<file path="src/hw/rtl/spq_pkg.sv">
// ----------------------------------------------------------------------------
// Sorted priority queue package
// Operation and status codes, and the control word that is shared by the cells.
// ----------------------------------------------------------------------------
package spq_pkg;

  localparam int unsigned ValueWidth = 32;
  localparam int unsigned PosWidth   = 4;
  localparam int unsigned CountWidth = 5;

  typedef enum logic [1:0] {
    OP_INSERT = 2'd0,
    OP_REMOVE = 2'd1,
    OP_FIND   = 2'd2,
    OP_HEAD   = 2'd3
  } spq_op_e;

  typedef enum logic [1:0] {
    ST_OK   = 2'd0,
    ST_FULL = 2'd1,
    ST_MISS = 2'd2
  } spq_status_e;

  // Per-cycle command broadcast to every cell
  typedef struct packed {
    logic ins;  // open a slot at the boundary, shift the tail right
    logic rem;  // close the slot at the boundary, shift the tail left
  } spq_ctrl_t;

endpackage

</file>
<file path="src/hw/rtl/sorted_priority_queue_unit.sv">
// Result: an accepted request's result is registered in the output register.
// Throughput: one request per cycle unless a held result waits on out_ready_i;
// the path is one compare per cell in parallel, a one-hot to index encode and the row shift.
// Reset: count and output valid clear at once; cell entries are not reset and
// are only read below the count.
// ----------------------------------------------------------------------------
// Sorted priority queue unit
// Row of compare-and-shift cells keeping signed values in ascending order,
// with insert, remove, find and get-head requests and a registered result.
// ----------------------------------------------------------------------------
module sorted_priority_queue_unit #(
  parameter int unsigned CAPACITY = 16
) (
  input  logic                                  clk_i,
  input  logic                                  rst_ni,
  input  logic                                  in_valid_i,
  output logic                                  in_ready_o,
  input  spq_pkg::spq_op_e                      operation_i,
  input  logic        [spq_pkg::ValueWidth-1:0] value_i,
  output logic                                  out_valid_o,
  input  logic                                  out_ready_i,
  output spq_pkg::spq_status_e                  status_o,
  output logic        [spq_pkg::ValueWidth-1:0] head_or_match_o,
  output logic        [spq_pkg::PosWidth-1:0]   position_o,
  output logic        [spq_pkg::CountWidth-1:0] count_o
);
  import spq_pkg::*;

  localparam int unsigned CW = $clog2(CAPACITY + 1);
  localparam int unsigned IW = $clog2(CAPACITY);

  logic [CW-1:0]         count_q, count_d;
  logic                  out_valid_q;
  spq_status_e           status_q, status_d;
  logic [ValueWidth-1:0] shown_q, shown_d;
  logic [IW-1:0]         pos_q, pos_d;

  logic [ValueWidth-1:0] entry [CAPACITY];
  logic [CAPACITY-1:0]   sel;
  logic [CAPACITY-1:0]   boundary;
  logic [CAPACITY-1:0]   hit;
  logic [CAPACITY-1:0]   occupied;
  logic [IW-1:0]         bound_idx;
  logic                  found;
  logic                  full;
  logic                  accept;
  spq_ctrl_t             ctrl;

  assign in_ready_o = !out_valid_q || out_ready_i;
  assign accept     = in_valid_i && in_ready_o;
  assign full       = count_q == CW'(CAPACITY);
  assign found      = |hit;

  for (genvar g = 0; g < CAPACITY; g++) begin : g_cell
    assign occupied[g] = CW'(g) < count_q;
    spq_cell u_cell (
      .clk_i         (clk_i),
      .ctrl_i        (ctrl),
      .value_i       (value_i),
      .occupied_i    (occupied[g]),
      .sel_prev_i    ((g == 0) ? 1'b0 : sel[(g == 0) ? 0 : g - 1]),
      .left_entry_i  ((g == 0) ? value_i : entry[(g == 0) ? 0 : g - 1]),
      .right_entry_i (entry[(g == CAPACITY - 1) ? g : g + 1]),
      .entry_o       (entry[g]),
      .sel_o         (sel[g]),
      .boundary_o    (boundary[g]),
      .hit_o         (hit[g])
    );
  end

  // boundary is one-hot whenever a free cell exists or some entry is >= value
  always_comb begin
    bound_idx = '0;
    for (int i = 0; i < CAPACITY; i++) begin
      bound_idx = bound_idx | (boundary[i] ? IW'(i) : '0);
    end
  end

  always_comb begin
    ctrl     = '0;
    count_d  = count_q;
    status_d = ST_OK;
    shown_d  = '0;
    pos_d    = '0;
    case (operation_i)
      OP_INSERT: begin
        if (full) begin
          status_d = ST_FULL;
        end else begin
          ctrl.ins = accept;
          pos_d    = bound_idx;
          count_d  = count_q + CW'(1);
        end
      end
      OP_REMOVE: begin
        if (found) begin
          ctrl.rem = accept;
          pos_d    = bound_idx;
          count_d  = count_q - CW'(1);
        end else begin
          status_d = ST_MISS;
        end
      end
      OP_FIND: begin
        if (found) begin
          pos_d   = bound_idx;
          shown_d = value_i;
        end else begin
          status_d = ST_MISS;
        end
      end
      OP_HEAD: begin
        if (count_q == '0) begin
          status_d = ST_MISS;
        end else begin
          shown_d = entry[0];
        end
      end
      default: begin
        status_d = ST_MISS;
      end
    endcase
  end

  always_ff @(posedge clk_i or negedge rst_ni) begin
    if (!rst_ni) begin
      count_q     <= '0;
      out_valid_q <= 1'b0;
    end else begin
      if (accept) begin
        count_q     <= count_d;
        out_valid_q <= 1'b1;
      end else if (out_ready_i) begin
        out_valid_q <= 1'b0;
      end
    end
  end

  always_ff @(posedge clk_i) begin
    if (accept) begin
      status_q <= status_d;
      shown_q  <= shown_d;
      pos_q    <= pos_d;
    end
  end

  assign out_valid_o     = out_valid_q;
  assign status_o        = status_q;
  assign head_or_match_o = shown_q;
  assign position_o      = PosWidth'(pos_q);
  // count only moves on accept, which needs the held result to be taken
  assign count_o         = CountWidth'(count_q);

  a_count_bound : assert property (@(posedge clk_i) disable iff (!rst_ni)
    count_q <= CW'(CAPACITY))
    else $error("count above capacity");

  a_hit_unique : assert property (@(posedge clk_i) disable iff (!rst_ni)
    $onehot0(hit))
    else $error("more than one first match");

  a_boundary_onehot : assert property (@(posedge clk_i) disable iff (!rst_ni)
    !full |-> $onehot(boundary))
    else $error("insert boundary not unique");

  a_insert_count : assert property (@(posedge clk_i) disable iff (!rst_ni)
    accept && operation_i == OP_INSERT && !full |=> count_q == $past(count_q) + CW'(1))
    else $error("insert did not grow count");

  a_full_status : assert property (@(posedge clk_i) disable iff (!rst_ni)
    out_valid_q && status_q == ST_FULL |-> full)
    else $error("full reported below capacity");

endmodule

</file>
<file path="src/hw/rtl/spq_cell.sv">
// ----------------------------------------------------------------------------
// Sorted priority queue cell
// Holds one entry, compares it with the request value and takes the value or
// a neighbor's entry when the row shifts.
// ----------------------------------------------------------------------------
module spq_cell (
  input  logic                                  clk_i,
  input  spq_pkg::spq_ctrl_t                    ctrl_i,
  input  logic        [spq_pkg::ValueWidth-1:0] value_i,
  input  logic                                  occupied_i,
  input  logic                                  sel_prev_i,
  input  logic        [spq_pkg::ValueWidth-1:0] left_entry_i,
  input  logic        [spq_pkg::ValueWidth-1:0] right_entry_i,
  output logic        [spq_pkg::ValueWidth-1:0] entry_o,
  output logic                                  sel_o,
  output logic                                  boundary_o,
  output logic                                  hit_o
);
  import spq_pkg::*;

  logic [ValueWidth-1:0] entry_q, entry_d;
  logic                  ge;
  logic                  eq;

  assign ge = $signed(entry_q) >= $signed(value_i);
  assign eq = entry_q == value_i;

  // A free cell counts as greater, so sel is monotonic along the row.
  assign sel_o      = !occupied_i || ge;
  assign boundary_o = sel_o && !sel_prev_i;
  assign hit_o      = boundary_o && occupied_i && eq;

  always_comb begin
    entry_d = entry_q;
    if (ctrl_i.ins && boundary_o) begin
      entry_d = value_i;
    end else if (ctrl_i.ins && sel_o) begin
      entry_d = left_entry_i;
    end else if (ctrl_i.rem && sel_o) begin
      entry_d = right_entry_i;
    end
  end

  always_ff @(posedge clk_i) begin
    entry_q <= entry_d;
  end

  assign entry_o = entry_q;

endmodule

</file>
<file path="config.mk">
export PLATFORM = sky130hd
export DESIGN_NAME = sorted_priority_queue_unit
export DESIGN_NICKNAME = d
export VERILOG_FILES = /design/src/hw/rtl/spq_pkg.sv /design/src/hw/rtl/sorted_priority_queue_unit.sv /design/src/hw/rtl/spq_cell.sv
export SDC_FILE = /design/constraint.sdc
export NUM_CORES = 2
export LEC_CHECK = 0
export ABC_AREA = 1
export BUFFER_PORTS_ARGS = -buffer_cell sky130_fd_sc_hd__buf_2
export CAP_MARGIN = 20
export CORE_UTILIZATION = 40
export CTS_CLUSTER_SIZE = 30
export DETAILED_ROUTE_END_ITERATION = 7
export GPL_TIMING_DRIVEN = 0
export PLACE_DENSITY = 0.65
export SLEW_MARGIN = 5
export SYNTH_ARGS = -nofsm -noshare
export SYNTH_HDL_FRONTEND = slang
export SYNTH_SLANG_ARGS = --single-unit
</file>
<file path="constraint.sdc">
create_clock -name clk_i -period 11.15 [get_ports clk_i]
set_clock_uncertainty 0.05 [all_clocks]
set_input_delay 1.6725 -clock clk_i [delete_from_list [all_inputs] [get_ports clk_i]]
set_output_delay 1.6725 -clock clk_i [all_outputs]
set_load 0.1 [all_outputs]
</file>
==> results_dict.tcl <==
set metrics [dict create \
    via_per_inst 5.76 \
    crit_arrival_ps 6700 \
    yosys_warnings 0 \
    finalSetupViolCount 0 \
    yosysMostFrequentCell "nand2_1" \
    hold_ws_ps 485 \
    syn2layout_area_growth_pct 12.0 \
    h-tree-depth 3 \
    pre_cts_slack_ps 4220 \
    multi_input_area_sq_um 21000 \
    cts_tree "done" \
    ir_drop_mv 0.235 \
    via_count 34100 \
    synth_top_cell_by_area "edfxtp_1" \
    synth-seq-cells 556 \
    finalMaxSlewViolations 0 \
    drc 2 \
    clock_sinks 556 \
    synth_commonest_cells "883 x nand2_1, 550 x edfxtp_1, 521 x ha_1" \
    overflow 0 \
    core_region_area_sq_um 98300 \
    grt_use_total 0.239 \
    path_delay_family "simple AND/OR/NAND/NOR gates" \
    worstSetupEndpointType "flop" \
    cts_inserted_buffers 66 \
    die_w_microns 317 \
    yosysUniqueCellTypes 49 \
    hold_viol_final 0 \
    antenna_cells 0 \
    hold_buffers 0 \
    clkLatencyLatePin_ps 630 \
    nets 5150 \
    critPathRequiredTime_ps 11430 \
    synth.top_cell.area_share 0.417 \
    grt_max_degree 46 \
    syn-num-nets 4976 \
    ff2ff_path_depth 17 \
    met3_usage 0.0366 \
    dp_hpwl_mm 99.3 \
    root_buffer "clkbuf_16" \
    dp.cells 5808 \
    grt_antenna_before_repair 0 \
    ys_seq_area_frac 0.420 \
    busiest_layer "met2" \
    crit_fanout 25 \
    p_leak_nw 17.7 \
    path_common_cell "nand2_1" \
    stdcell_count 5920 \
    p_per_area_nw_per_um2 150 \
    syn_avg_cell_area_sq_um 8.98 \
    path_cells "buf_2 -> clkinv_1 -> clkbuf_2 -> ha_1 -> nand2_1 -> nor2_1 -> nand4_1 -> nor2_1 -> nand2_1 -> nand3_1 -> nand2_1 -> nor2_1 -> nand3_1 -> nand2_1 -> nor2_4 -> nand3_4 -> nand3_4 -> buf_6 -> a21oi_4 -> buf_16" \
    async_flop_share 0.0108 \
    fin_crit_ps 6410 \
    synthCells 4417 \
    seq_area_sq_um 16700 \
    synth_area_leaders "edfxtp_1 42%, ha_1 16%, nand2_1 8.4%, o211ai_1 7.4%, nand3_1 6.6%" \
    fin_ws_ps 4740 \
    grt.met1_usage 0.323 \
    cp-start-kind "input port" \
    crit_type "input port to flop" \
    wl_mm 121 \
    grt_pass1_vias 33400 \
    firstDrtPassIters 8 \
    setup_tns_ps 0 \
    status "finished, violations left" \
    violations "DRC" \
    post_cts_buffers 0 \
    timing.final.crit_share 0.575 \
    layout-drive-gt1-share 0.0775 \
    relSlewSlack 0.425 \
    critPathMaxStageDelay_ps 620 \
    cap_violations 0 \
    drt-wirelength-per-cell_microns 20.4 \
    initial_utilization 0.403 \
    ys.flop_type "edfxtp_1" \
    synth-edff-count 550 \
    grt_pass1_wl_mm 186 \
    worstHoldPathType "flop to flop" \
    row_count 115 \
    final_antenna_net_count 0 \
    cp_num_buf_inv 5 \
    rsz0062_at_grt "false" \
    met2_usage 0.398 \
    path_clk_slew_ps 60 \
    post_cts_resized 0 \
    numPortBuffers 82 \
    fmax_mhz 156 \
    n_fill_cell 9465 \
    dr.first_iter.drc_count 2901 \
    tightest_slew_ps 861 \
    synth_area_sq_um 39700 \
    gp_congestion 0.942 \
    fp.dieH_microns 317 \
    die_area_sq_um 100000 \
    worst-path-stages 20 \
    io_pins 83 \
    cts_max_path_buffers 3 \
    slowest_stage "clkbuf_2" \
    holdPathStages 2 \
]
[cell usage in the layout (no fill, tap or decap), types with 4 or more instances in the layout]
cell	synthesis	final
a21o_1	9	9
a21oi_1	297	293
a21oi_4	0	14
and3_1	5	5
buf_1	26	25
buf_16	0	16
buf_2	74	158
buf_4	6	6
bufinv_16	0	5
clkbuf_1	144	130
clkbuf_16	0	69
clkbuf_2	1	28
clkinv_1	34	43
clkinv_2	0	10
dfrtp_1	6	6
edfxtp_1	550	550
ha_1	521	521
inv_1	233	233
inv_2	10	10
nand2_1	883	883
nand3_1	520	520
nand3_2	5	5
nand4_1	51	51
nor2_1	217	217
nor2_4	7	7
nor3_1	18	18
nor3b_1	4	4
nor4_1	4	4
nor4_2	4	4
o211ai_1	393	393
o21a_1	30	30
o21ai_0	229	228
o21ai_1	34	35
o21bai_1	6	6
o221ai_1	49	49
o22ai_1	7	7
xor2_1	5	5
[layer usage]
metal / share of wire / vias up / wire length (microns)
met3: 0.066 / 176 / 7940
met1: 0.45 / 16200 / 53900
li1: - / 16600 / -
met4: 0.026 / 0 / 3170
met2: 0.46 / 1097 / 55900
met5: 0 / - / 0
[stage by stage]
stage / util / cell area, sq um / power, mW
after global routing: 0.452 / 44400 / 6.96
after detailed placement: 0.431 / 42400 / 4.53
after CTS: 0.452 / 44400 / 6.66
after global placement: 0.424 / 41700 / 4.45
final: 0.452 / 44400 / 6.67
after floorplan: - / 39700 / 3.91
[path summary, 6_finish.rpt]
kind                                                    end  slack, ps                         start
worst max-delay path            g_cell[0].u_cell.entry_o[7]       4740                   value_i[23]
worst min-delay path                            out_valid_o        480                   out_valid_o
worst max register to register  g_cell[0].u_cell.entry_o[7]       6640  g_cell[0].u_cell.entry_o[31]
worst min register to register                  out_valid_o        480                   out_valid_o
max in group asynchronous                        count_o[4]      10090                        rst_ni
min in group asynchronous                        count_o[3]        820                        rst_ni
[layout make-up]
type,count,area share
clock inverters,28,0.00597
plain buffers,252,0.0249
clock buffers,82,0.0400
flip-flops and latches,556,0.375
well taps,1287,0.0362
repair buffers,106,0.0211
inverters,277,0.0234
multi-input cells,3332,0.473
[flip-flops by register name, summed over array words and instances, names as in the netlist]
signal and cells:
g_cell.u_cell.entry_o 512, head_or_match_o 32, count_o 5, position_o 4
status_o 2, out_valid_o 1
[worst reg2reg max path, stage by stage (launching register included)]
cell and delay (ps):
edfxtp_1 460, ha_1 360, nand2_1 90, nor2_1 140, nand2_1 150, nor2_1 160, nand2_1 120, nand3_1 90
nand2_1 50, nor2_1 600, nand3_1 190, nand2_1 160, nor2_4 70, nand3_4 140, nand3_4 270, buf_6 340
a21oi_4 510, buf_16 240
[where the power goes]
part           internal [mW]  switching, mW  total (mW)
registers               2.50          0.102        2.60
clock network           1.24          0.897        2.14
logic                  0.519           1.42        1.94
[logic make-up (layout without fill, tap and decap cells)]
group | Yosys count | in the layout | share of synthesized area
xor gates and xnor gates | 5 | 5 | 0.00110
DFF | 556 | 556 | 0.420
adders and majority gates | 521 | 521 | 0.164
buffers and inverters | 529 | 745 | 0.0532
and+or+nand+nor | 1732 | 1732 | 0.191
AOI/OAI and AO/OA | 1074 | 1074 | 0.170
No activity file was read; power rests on OpenSTA's default activity.
